==> config.mk <==
export PLATFORM = sky130hd
export DESIGN_NAME = unique_value_deque_flat
export DESIGN_NICKNAME = d
export VERILOG_FILES = /design/src/rtl/core/uvd_pkg.sv /design/src/rtl/core/uvd_req_if.sv /design/src/rtl/core/uvd_rsp_if.sv /design/src/rtl/core/uvd_ctrl.sv /design/src/rtl/core/uvd_datapath.sv /design/src/rtl/core/unique_value_deque.sv /design/src/flat_wrapper.sv
export VERILOG_INCLUDE_DIRS = /design/src /design/src/rtl/core
export SDC_FILE = /design/constraint.sdc
export NUM_CORES = 1
export LEC_CHECK = 0
export BUFFER_PORTS_ARGS = -buffer_cell sky130_fd_sc_hd__buf_2
export CORE_AREA = 2 2 258 260
export DETAILED_ROUTE_END_ITERATION = 8
export DIE_AREA = 0 0 260 262
export GPL_ROUTABILITY_DRIVEN = 0
export PLACE_DENSITY_LB_ADDON = 0.05
export SLEW_MARGIN = 5
export SYNTH_ARGS = -nofsm -noshare
export SYNTH_HDL_FRONTEND = slang
export SYNTH_SLANG_ARGS = --single-unit
==> constraint.sdc <==
create_clock -name clk -period 6.4 [get_ports clk]
set_clock_uncertainty 0.15 [all_clocks]
set_input_delay 0.64 -clock clk [delete_from_list [all_inputs] [get_ports clk]]
set_output_delay 0.64 -clock clk [all_outputs]
set_load 0.02 [all_outputs]
==> src/rtl/core/unique_value_deque_assert.svh <==
// Assertion macros for the unique value deque.
// UVD_ASSERT_IMP checks a consequence in the same cycle as its antecedent.
// UVD_ASSERT_NXT checks a consequence in the cycle after its antecedent.
`ifndef UNIQUE_VALUE_DEQUE_ASSERT_SVH
`define UNIQUE_VALUE_DEQUE_ASSERT_SVH
`ifndef SYNTHESIS
`define UVD_ASSERT_IMP(label, c, r, ante, cons) \
    label: assert property (@(posedge c) disable iff (!r) (ante) |-> (cons)) \
        else $error("unique_value_deque: assertion failed");
`define UVD_ASSERT_NXT(label, c, r, ante, cons) \
    label: assert property (@(posedge c) disable iff (!r) (ante) |=> (cons)) \
        else $error("unique_value_deque: assertion failed");
`else
`define UVD_ASSERT_IMP(label, c, r, ante, cons)
`define UVD_ASSERT_NXT(label, c, r, ante, cons)
`endif
`endif

==> src/rtl/core/uvd_pkg.sv <==
package uvd_pkg;

    localparam int DEF_CAPACITY = 16;

    // Operation codes of a request word.
    localparam logic [2:0] OP_INS_FRONT = 3'd0;
    localparam logic [2:0] OP_INS_BACK  = 3'd1;
    localparam logic [2:0] OP_REM_FRONT = 3'd2;
    localparam logic [2:0] OP_REM_BACK  = 3'd3;
    localparam logic [2:0] OP_REM_VALUE = 3'd4;
    localparam logic [2:0] OP_LIST      = 3'd5;

    // Status codes of a response word.
    localparam logic [2:0] ST_INSERTED  = 3'd0;
    localparam logic [2:0] ST_DUPLICATE = 3'd1;
    localparam logic [2:0] ST_REMOVED   = 3'd2;
    localparam logic [2:0] ST_EMPTY     = 3'd3;
    localparam logic [2:0] ST_NOTFOUND  = 3'd4;
    localparam logic [2:0] ST_FULL      = 3'd5;
    localparam logic [2:0] ST_LISTED    = 3'd6;

    // Write address selection.
    localparam logic [1:0] WR_FRONT = 2'd0;
    localparam logic [1:0] WR_BACK  = 2'd1;
    localparam logic [1:0] WR_SHIFT = 2'd2;

    typedef struct packed {
        logic       capture;
        logic       clr_k;
        logic       inc_k;
        logic       rd_en;
        logic       rd_next;
        logic       wr_en;
        logic [1:0] wr_sel;
        logic       front_dec;
        logic       front_inc;
        logic       cnt_inc;
        logic       cnt_dec;
        logic       out_load;
        logic       out_listed;
        logic [2:0] out_status;
    } uvd_cmd_t;

    typedef struct packed {
        logic [2:0] op;
        logic       count_zero;
        logic       is_full;
        logic       k_last;
        logic       match;
        logic       out_free;
    } uvd_stat_t;

endpackage

==> src/rtl/core/uvd_req_if.sv <==
interface uvd_req_if;
    logic               valid;
    logic               ready;
    logic [2:0]         operation;
    logic signed [31:0] value;

    modport source (output valid, output operation, output value, input ready);
    modport sink (input valid, input operation, input value, output ready);
endinterface

==> src/rtl/core/uvd_rsp_if.sv <==
interface uvd_rsp_if;
    logic               valid;
    logic               ready;
    logic [2:0]         status;
    logic signed [31:0] entry_value;
    logic [4:0]         entry_count;
    logic               last;

    modport source (output valid, output status, output entry_value, output entry_count,
                    output last, input ready);
    modport sink (input valid, input status, input entry_value, input entry_count,
                  input last, output ready);
endinterface

==> src/rtl/core/uvd_ctrl.sv <==
module uvd_ctrl (
    input  logic              clk,
    input  logic              rst_n,
    input  logic              req_valid,
    output logic              req_ready,
    input  uvd_pkg::uvd_stat_t stat,
    output uvd_pkg::uvd_cmd_t  cmd
);
    import uvd_pkg::*;

    localparam logic [3:0] S_IDLE     = 4'd0;
    localparam logic [3:0] S_DISPATCH = 4'd1;
    localparam logic [3:0] S_SCAN_RD  = 4'd2;
    localparam logic [3:0] S_SCAN_CMP = 4'd3;
    localparam logic [3:0] S_INSERT   = 4'd4;
    localparam logic [3:0] S_SHIFT    = 4'd5;
    localparam logic [3:0] S_SHIFT_WR = 4'd6;
    localparam logic [3:0] S_LIST_RD  = 4'd7;
    localparam logic [3:0] S_LIST_OUT = 4'd8;
    localparam logic [3:0] S_EMIT     = 4'd9;

    logic [3:0] state_reg;
    logic [3:0] state_next;
    logic [2:0] pend_reg;
    logic [2:0] pend_next;

    always_ff @(posedge clk or negedge rst_n)
    begin
        if (!rst_n)
        begin
            state_reg <= S_IDLE;
            pend_reg  <= ST_INSERTED;
        end
        else
        begin
            state_reg <= state_next;
            pend_reg  <= pend_next;
        end
    end

    always_comb
    begin
        cmd        = '0;
        state_next = state_reg;
        pend_next  = pend_reg;
        req_ready  = 1'b0;
        case (state_reg)
            S_IDLE:
            begin
                req_ready = 1'b1;
                if (req_valid)
                begin
                    cmd.capture = 1'b1;
                    cmd.clr_k   = 1'b1;
                    state_next  = S_DISPATCH;
                end
            end
            S_DISPATCH:
            begin
                case (stat.op)
                    OP_INS_FRONT, OP_INS_BACK:
                    begin
                        // An empty store has nothing to search and is never full.
                        state_next = stat.count_zero ? S_INSERT : S_SCAN_RD;
                    end
                    OP_REM_FRONT, OP_REM_BACK:
                    begin
                        if (stat.count_zero)
                        begin
                            pend_next = ST_EMPTY;
                        end
                        else
                        begin
                            cmd.cnt_dec   = 1'b1;
                            cmd.front_inc = (stat.op == OP_REM_FRONT);
                            pend_next     = ST_REMOVED;
                        end
                        state_next = S_EMIT;
                    end
                    OP_REM_VALUE:
                    begin
                        if (stat.count_zero)
                        begin
                            pend_next  = ST_EMPTY;
                            state_next = S_EMIT;
                        end
                        else
                        begin
                            state_next = S_SCAN_RD;
                        end
                    end
                    OP_LIST:
                    begin
                        if (stat.count_zero)
                        begin
                            pend_next  = ST_EMPTY;
                            state_next = S_EMIT;
                        end
                        else
                        begin
                            state_next = S_LIST_RD;
                        end
                    end
                    default:
                    begin
                        state_next = S_IDLE;
                    end
                endcase
            end
            S_SCAN_RD:
            begin
                cmd.rd_en  = 1'b1;
                state_next = S_SCAN_CMP;
            end
            S_SCAN_CMP:
            begin
                if (stat.match)
                begin
                    if (stat.op == OP_REM_VALUE)
                    begin
                        state_next = S_SHIFT;
                    end
                    else
                    begin
                        pend_next  = ST_DUPLICATE;
                        state_next = S_EMIT;
                    end
                end
                else if (stat.k_last)
                begin
                    if (stat.op == OP_REM_VALUE)
                    begin
                        pend_next  = ST_NOTFOUND;
                        state_next = S_EMIT;
                    end
                    else if (stat.is_full)
                    begin
                        pend_next  = ST_FULL;
                        state_next = S_EMIT;
                    end
                    else
                    begin
                        state_next = S_INSERT;
                    end
                end
                else
                begin
                    cmd.inc_k  = 1'b1;
                    state_next = S_SCAN_RD;
                end
            end
            S_INSERT:
            begin
                cmd.wr_en   = 1'b1;
                cmd.cnt_inc = 1'b1;
                if (stat.op == OP_INS_FRONT)
                begin
                    cmd.wr_sel    = WR_FRONT;
                    cmd.front_dec = 1'b1;
                end
                else
                begin
                    cmd.wr_sel = WR_BACK;
                end
                pend_next  = ST_INSERTED;
                state_next = S_EMIT;
            end
            S_SHIFT:
            begin
                // Close the gap: each later entry moves one place toward the front.
                if (stat.k_last)
                begin
                    cmd.cnt_dec = 1'b1;
                    pend_next   = ST_REMOVED;
                    state_next  = S_EMIT;
                end
                else
                begin
                    cmd.rd_en   = 1'b1;
                    cmd.rd_next = 1'b1;
                    state_next  = S_SHIFT_WR;
                end
            end
            S_SHIFT_WR:
            begin
                cmd.wr_en  = 1'b1;
                cmd.wr_sel = WR_SHIFT;
                cmd.inc_k  = 1'b1;
                state_next = S_SHIFT;
            end
            S_LIST_RD:
            begin
                cmd.rd_en  = 1'b1;
                state_next = S_LIST_OUT;
            end
            S_LIST_OUT:
            begin
                if (stat.out_free)
                begin
                    cmd.out_load   = 1'b1;
                    cmd.out_listed = 1'b1;
                    cmd.out_status = ST_LISTED;
                    if (stat.k_last)
                    begin
                        state_next = S_IDLE;
                    end
                    else
                    begin
                        cmd.inc_k  = 1'b1;
                        state_next = S_LIST_RD;
                    end
                end
            end
            S_EMIT:
            begin
                if (stat.out_free)
                begin
                    cmd.out_load   = 1'b1;
                    cmd.out_status = pend_reg;
                    state_next     = S_IDLE;
                end
            end
            default:
            begin
                state_next = S_IDLE;
            end
        endcase
    end
endmodule

==> src/rtl/core/uvd_datapath.sv <==
module uvd_datapath #(
    parameter int CAPACITY = uvd_pkg::DEF_CAPACITY
) (
    input  logic               clk,
    input  logic               rst_n,
    input  uvd_pkg::uvd_cmd_t  cmd,
    output uvd_pkg::uvd_stat_t stat,
    input  logic [2:0]         req_operation,
    input  logic signed [31:0] req_value,
    input  logic               rsp_ready,
    output logic               rsp_valid,
    output logic [2:0]         rsp_status,
    output logic signed [31:0] rsp_entry_value,
    output logic [4:0]         rsp_entry_count,
    output logic               rsp_last
);
    import uvd_pkg::*;

    localparam int CW = $clog2(CAPACITY + 1);
    localparam int IW = (CAPACITY > 1) ? $clog2(CAPACITY) : 1;
    localparam int SW = CW + 1;

    logic [2:0]         op_reg;
    logic signed [31:0] value_reg;
    logic [CW-1:0]      k_reg;
    logic [IW-1:0]      front_reg;
    logic [CW-1:0]      count_reg;
    logic signed [31:0] rdata_reg;
    logic signed [31:0] mem [CAPACITY];

    logic               out_valid_reg;
    logic [2:0]         out_status_reg;
    logic signed [31:0] out_value_reg;
    logic [4:0]         out_count_reg;
    logic               out_last_reg;

    logic [CW-1:0]      k_plus1;
    logic [CW-1:0]      rd_off;
    logic [IW-1:0]      rd_addr;
    logic [IW-1:0]      wr_addr;
    logic signed [31:0] wr_data;
    logic [IW-1:0]      front_m1;
    logic               k_last;

    // Slot of the entry at a given distance from the front, wrapping once.
    function automatic logic [IW-1:0] slot_of(input logic [IW-1:0] f, input logic [CW-1:0] off);
        logic [SW-1:0] s;
        s = SW'(f) + SW'(off);
        if (s >= SW'(CAPACITY))
        begin
            s = s - SW'(CAPACITY);
        end
        return s[IW-1:0];
    endfunction

    assign k_plus1  = k_reg + 1'b1;
    assign k_last   = (k_plus1 == count_reg);
    assign rd_off   = cmd.rd_next ? k_plus1 : k_reg;
    assign rd_addr  = slot_of(front_reg, rd_off);
    assign front_m1 = (front_reg == '0) ? IW'(CAPACITY - 1) : front_reg - 1'b1;
    assign wr_data  = (cmd.wr_sel == WR_SHIFT) ? rdata_reg : value_reg;

    always_comb
    begin
        case (cmd.wr_sel)
            WR_FRONT: wr_addr = front_m1;
            WR_BACK:  wr_addr = slot_of(front_reg, count_reg);
            WR_SHIFT: wr_addr = slot_of(front_reg, k_reg);
            default:  wr_addr = slot_of(front_reg, k_reg);
        endcase
    end

    always_ff @(posedge clk)
    begin
        if (cmd.wr_en)
        begin
            mem[wr_addr] <= wr_data;
        end
        if (cmd.rd_en)
        begin
            rdata_reg <= mem[rd_addr];
        end
    end

    always_ff @(posedge clk)
    begin
        if (cmd.capture)
        begin
            op_reg    <= req_operation;
            value_reg <= req_value;
        end
        if (cmd.clr_k)
        begin
            k_reg <= '0;
        end
        else if (cmd.inc_k)
        begin
            k_reg <= k_plus1;
        end
    end

    always_ff @(posedge clk or negedge rst_n)
    begin
        if (!rst_n)
        begin
            front_reg <= '0;
            count_reg <= '0;
        end
        else
        begin
            if (cmd.front_dec)
            begin
                front_reg <= front_m1;
            end
            else if (cmd.front_inc)
            begin
                front_reg <= slot_of(front_reg, CW'(1));
            end
            if (cmd.cnt_inc)
            begin
                count_reg <= count_reg + 1'b1;
            end
            else if (cmd.cnt_dec)
            begin
                count_reg <= count_reg - 1'b1;
            end
        end
    end

    always_ff @(posedge clk or negedge rst_n)
    begin
        if (!rst_n)
        begin
            out_valid_reg <= 1'b0;
        end
        else if (cmd.out_load)
        begin
            out_valid_reg <= 1'b1;
        end
        else if (rsp_ready)
        begin
            out_valid_reg <= 1'b0;
        end
    end

    always_ff @(posedge clk)
    begin
        if (cmd.out_load)
        begin
            out_status_reg <= cmd.out_status;
            out_value_reg  <= cmd.out_listed ? rdata_reg : 32'sd0;
            out_count_reg  <= 5'(count_reg);
            out_last_reg   <= cmd.out_listed ? k_last : 1'b1;
        end
    end

    assign stat.op         = op_reg;
    assign stat.count_zero = (count_reg == '0);
    assign stat.is_full    = (count_reg >= CW'(CAPACITY));
    assign stat.k_last     = k_last;
    assign stat.match      = (rdata_reg == value_reg);
    assign stat.out_free   = !out_valid_reg || rsp_ready;

    assign rsp_valid       = out_valid_reg;
    assign rsp_status      = out_status_reg;
    assign rsp_entry_value = out_value_reg;
    assign rsp_entry_count = out_count_reg;
    assign rsp_last        = out_last_reg;
endmodule

==> src/rtl/core/unique_value_deque.sv <==
// Ordered store of up to CAPACITY distinct signed 32-bit values, usable from both ends.
// The request channel carries one word per operation (operation code and value); the
// response channel returns status words, each with the stored count after the operation
// and a last flag marking the final word caused by that request.
// A request is taken only while the block is idle, so one operation runs at a time.
// Entries live in a single-port circular memory with a registered read, and every search,
// shift and listing step first reads an entry and then uses it.
// An insert searches the stored entries for a duplicate, remove front or back needs no
// search, and a value removal stops its search at the match, after which the shift only
// walks the entries behind it. A listing reads the entries out in order. Undefined
// operation codes are dropped without a response.
// Reset empties the store at once: front and count return to zero and the memory keeps
// whatever it held, since only entries that were written are ever read.
// A finished response waits in the output register; while the receiver stalls, the next
// request can still be taken, but an operation that needs to deliver pauses until the
// register frees, and a listing pauses between entries in the same way.
`include "unique_value_deque_assert.svh"

module unique_value_deque #(
    parameter int CAPACITY = uvd_pkg::DEF_CAPACITY
) (
    input logic        clk,
    input logic        rst_n,
    uvd_req_if.sink    req,
    uvd_rsp_if.source  rsp
);
    import uvd_pkg::*;

    uvd_cmd_t  cmd;
    uvd_stat_t stat;
    logic      ready;

    // The controller sequences each operation; the datapath owns the memory,
    // the front pointer, the count and the output register.
    uvd_ctrl u_ctrl (
        .clk       (clk),
        .rst_n     (rst_n),
        .req_valid (req.valid),
        .req_ready (ready),
        .stat      (stat),
        .cmd       (cmd)
    );

    uvd_datapath #(
        .CAPACITY (CAPACITY)
    ) u_datapath (
        .clk             (clk),
        .rst_n           (rst_n),
        .cmd             (cmd),
        .stat            (stat),
        .req_operation   (req.operation),
        .req_value       (req.value),
        .rsp_ready       (rsp.ready),
        .rsp_valid       (rsp.valid),
        .rsp_status      (rsp.status),
        .rsp_entry_value (rsp.entry_value),
        .rsp_entry_count (rsp.entry_count),
        .rsp_last        (rsp.last)
    );

    assign req.ready = ready;

    // Once a request is taken, no other is taken until it has been worked off.
    `UVD_ASSERT_NXT(a_one_at_a_time, clk, rst_n, req.valid && req.ready, !req.ready)
    // Words other than listed entries carry a zero value and end their request.
    `UVD_ASSERT_IMP(a_plain_word, clk, rst_n, rsp.valid && (rsp.status != ST_LISTED), (rsp.entry_value == 32'sd0) && rsp.last)
    // A listed entry was taken from a store that held something, so its count is not zero.
    `UVD_ASSERT_IMP(a_list_nonempty, clk, rst_n, rsp.valid && (rsp.status == ST_LISTED), rsp.entry_count != 5'd0)
    // The reported count never goes beyond the capacity.
    `UVD_ASSERT_IMP(a_count_bound, clk, rst_n, rsp.valid, 32'(rsp.entry_count) <= CAPACITY)
endmodule
==> src/flat_wrapper.sv <==
// flat-port wrapper written by rule: the top's interface ports become plain ports
module unique_value_deque_flat import uvd_pkg::*;
#(
    parameter int CAPACITY = uvd_pkg::DEF_CAPACITY
)
  (clk, rst_n, req_valid, req_operation, req_value, req_ready, rsp_valid, rsp_status, rsp_entry_value, rsp_entry_count, rsp_last, rsp_ready);
  uvd_req_if req_i ();
  uvd_rsp_if rsp_i ();
  input logic clk;
  input logic rst_n;
  input wire logic [$bits(req_i.valid)-1:0] req_valid;
  input wire logic [$bits(req_i.operation)-1:0] req_operation;
  input wire logic [$bits(req_i.value)-1:0] req_value;
  output wire logic [$bits(req_i.ready)-1:0] req_ready;
  output wire logic [$bits(rsp_i.valid)-1:0] rsp_valid;
  output wire logic [$bits(rsp_i.status)-1:0] rsp_status;
  output wire logic [$bits(rsp_i.entry_value)-1:0] rsp_entry_value;
  output wire logic [$bits(rsp_i.entry_count)-1:0] rsp_entry_count;
  output wire logic [$bits(rsp_i.last)-1:0] rsp_last;
  input wire logic [$bits(rsp_i.ready)-1:0] rsp_ready;
  assign req_i.valid = req_valid;
  assign req_i.operation = req_operation;
  assign req_i.value = req_value;
  assign req_ready = req_i.ready;
  assign rsp_valid = rsp_i.valid;
  assign rsp_status = rsp_i.status;
  assign rsp_entry_value = rsp_i.entry_value;
  assign rsp_entry_count = rsp_i.entry_count;
  assign rsp_last = rsp_i.last;
  assign rsp_i.ready = rsp_ready;
  unique_value_deque #(.CAPACITY(CAPACITY)) u_core (.clk(clk), .rst_n(rst_n), .req(req_i), .rsp(rsp_i));
endmodule
==> run_results.csv <==
group,metric,value,unit
run_status,status,"completed",
synthesis,ys_seq_area_share,73.9,%
global_routing,grt_use_total,19.6,%
worst_setup_path,cpPeakStageDelay,0.83,ns
route,drc,0,
timing,relSlewSlack,38.7,%
worst_setup_path,crit_type,"register to register",
worst_setup_path,cpLargestDelayFamily,"simple AND/OR/NAND/NOR gates",
floorplan,die_h,262,um
timing,period_needed,5.33,ns
cells_and_area,layout_commonest_cell,"edfxtp_1",
cells_and_area,largest_reg_flops,512,
synthesis,synth_cell_types,65,
route,first_pass_iters,5,
cells_and_area,final_cell_area,30200,um^2
synthesis,synth.ff_latch_count,642,
worst_setup_path,cp-end-kind,"register",
synthesis,syn_area,25900,um^2
cells_and_area,largest-register,"u_core.u_datapath.mem",
power,pwr-share-comb,37.3,%
timing,worst_hold_slack,0.0477,ns
cells_and_area,drive_gt1_share,26.4,%
global_routing,grt_max_degree,37,
clock_network,cts_tree,"yes",
worst_setup_path,arrival,5.46,ns
timing,hold_viol,0,
worst_setup_path,cp_cell_sequence,"or4b_1 > nor2_2 > mux2_2 > ha_1 > inv_1 > fa_1 > mux2i_1 > nand2b_1 > nor2_4 > buf_4",
synthesis,async_reset_ff_share,2.65,%
clock_network,cts_sinks,642,
floorplan,core_region_area,65300,um^2
placed_design,io_buffer_count,81,
timing,drv_slew,0,
global_routing,grt_pass1_vias,13493,
timing,rsz0062_at_grt,"false",
global_routing,grt.overflow.total,0,
cells_and_area,fill_cells,5569,
cells_and_area,seqCellArea,19100,um^2
clock_network,clock_latency,0.61,ns
synthesis,ys.flop_type,"edfxtp_1",
clock_network,clk_pin_slew_worst_paths,0.06,ns
synthesis,synthCells,1355,
clock_network,cts.path.max_buffers,3,
floorplan,die_w,260,um
synthesis,synth_edf_count,620,
cells_and_area,antenna_cells,0,
global_routing,antenna_found_initial,0,
clock_network,cts_root_buf,"clkbuf_16",
synthesis,avgSynthCellArea,19.1,um^2
power,ir_drop,0.382,mV
synthesis,yosysWarningCount,0,
floorplan,die_area,68100,um^2
worst_setup_path,rrSetupSlack,1.07,ns
cells_and_area,nets,1557,
power,power_density,515,nW/um^2
clock_network,cts_hold_buf,1,
route,wl_per_cell,26.8,um
power,p_switching,5.17,mW
placed_design,dp_hpwl,38100,um
timing,max_freq,188,MHz
power,p_leak,9.89,nW
floorplan,rows,94,
synthesis,synth_top_cell_by_area,"edfxtp_1",
hold_path,hold_path.class,"primary input to register",
cells_and_area,multiInputGateArea,6670,um^2
timing,post-route-period-util,83.3,%
cells_and_area,final_cell_mix,"620 x edfxtp_1, 128 x mux4_2, 118 x nand2_1, 101 x mux2i_1, 81 x buf_2",
worst_setup_path,crit_required,6.53,ns
clock_network,numCtsBuffers,70,
timing,tightest_slew,0.913,ns
route,antenna_left,0,
worst_setup_path,critPathBufInv,2,
worst_setup_path,slowest_stage,"or4b_1",
timing,tns,0,ns
worst_setup_path,path_max_fanout,21,
timing,worst_slack,1.07,ns
route,drt-initial-drc-count,1079,
placed_design,place_ws,1.08,ns
route,viasPerCell,5.34,
route,wl,64900,um
power,p_sw_share,33.2,%
clock_network,ctsResizeCount,0,
synthesis,synth.area.top_cells,"edfxtp_1 72%, mux4_2 11%, mux2i_1 3.9%",
timing,finalSetupViolCount,0,
floorplan,io_pins,82,
floorplan,start_util,39.7,%
global_routing,grt_pass1_wl,94400,um
worst_setup_path,start_kind,"register",
power,internal-power,10.4,mW
run,maxCapViolCount,0,
power,p_clk_share,25.9,%
route,routed-via-count,12941,
synthesis,syn-num-nets,1410,
power,seq_power_share,36.8,%
synthesis,synth_top_area_share,71.9,%
placed_design,dpl_cell_area,27900,um^2
clock_network,cts-htree-levels,3,
cells_and_area,area_growth,16.5,%
clock_network,postCtsSetupBuffers,0,
==> per-stage QoR <==
step	cells	power, mW	utilization, %
CTS	2423	15.9	46.3
floorplan	1355	9.74	-
finish	2423	15.6	46.3
global route	2423	16.4	46.3
global placement	2293	11.8	42.7
detailed placement	2293	11.8	42.7
==> kinds of logic (layout without fill, tap and decap cells) <==
group                      count (synthesis)  in the layout  share of synthesized area (%)
xor gates and xnor gates                  56             56                           1.92
buffers and inverters                     72            276                           1.12
DFF                                      642            642                           73.9
adders and majority gates                 16             16                          0.860
muxes                                    237            237                           15.4
and+or+nand+nor                          254            254                           4.79
AOI/OAI and AO/OA                         78             78                           2.05
==> power by group through the flow <==
stage               clock (mW)  sequential, mW  combinational (mW)
floorplan                    0            5.70                4.04
global placement             0            5.81                5.95
detailed placement           0            5.81                5.98
CTS                       4.14            5.73                5.98
global route              4.30            5.77                6.31
finish                    4.03            5.72                5.81
==> worst register-to-register path, delay by kind of cell, from the launching register on <==
family	cells	cell delay, ns
DFF	1	0.61
buffers and inverters	2	0.46
muxes	2	0.94
adders and majority gates	2	0.62
and+or+nand+nor	4	2.20
==> Yosys cell counts, types with 4 or more instances <==
| library cell | n |
|---|---|
| nor2_1 | 29 |
| nor2b_1 | 5 |
| nand3_1 | 9 |
| buf_2 | 6 |
| o21ai_0 | 14 |
| dfxtp_1 | 5 |
| xnor2_1 | 46 |
| clkbuf_1 | 37 |
| o31ai_1 | 4 |
| dfrtp_1 | 17 |
| nor3_1 | 14 |
| xor2_1 | 9 |
| edfxtp_1 | 620 |
| mux2_2 | 7 |
| mux4_2 | 128 |
| a31oi_1 | 5 |
| mux2i_1 | 101 |
| nand4_1 | 9 |
| ha_1 | 13 |
| nand2b_1 | 10 |
| nand2_1 | 119 |
| inv_1 | 14 |
| and2_1 | 33 |
| buf_1 | 12 |
| a21o_1 | 6 |
| o21a_1 | 5 |
| a21oi_1 | 20 |
==> path summary, 6_finish.rpt <==
| kind | depth (start not counted) | startpoint | to |
|---|---|---|---|
| min | 1 | req_value[25] | u_core.u_datapath.value_reg[25] |
| min in group asynchronous | 2 | rst_n | u_core.u_datapath.count_reg[2] |
| min reg2reg | 2 | u_core.u_datapath.k_reg[4] | u_core.u_datapath.k_reg[4] |
| max reg2reg | 10 | u_core.u_ctrl.state_reg[0] | u_core.u_datapath.mem[15][22] |
| max in group asynchronous | 2 | rst_n | u_core.u_datapath.front_reg[0] |
| max | 10 | u_core.u_ctrl.state_reg[0] | u_core.u_datapath.mem[15][22] |
==> final cells by class <==
| class | count | share of cell area (%) |
|---|---|---|
| multi-input combinational | 641 | 22.1 |
| clock buffer | 82 | 5.95 |
| sequential | 642 | 63.4 |
| tap | 864 | 3.58 |
| inverter | 14 | 0.174 |
| timing repair buffer | 133 | 3.18 |
| clock inverter | 47 | 1.65 |
==> layer usage <==
metal	GRT usage, %	part of all wire [%]	wire length, um
met5	0	0	0
met4	5.28	2.3	1480
met3	2.99	3.7	2390
met2	33.0	50	32500
met1	26.5	44	28600
Power figures use the tool's default switching activity.
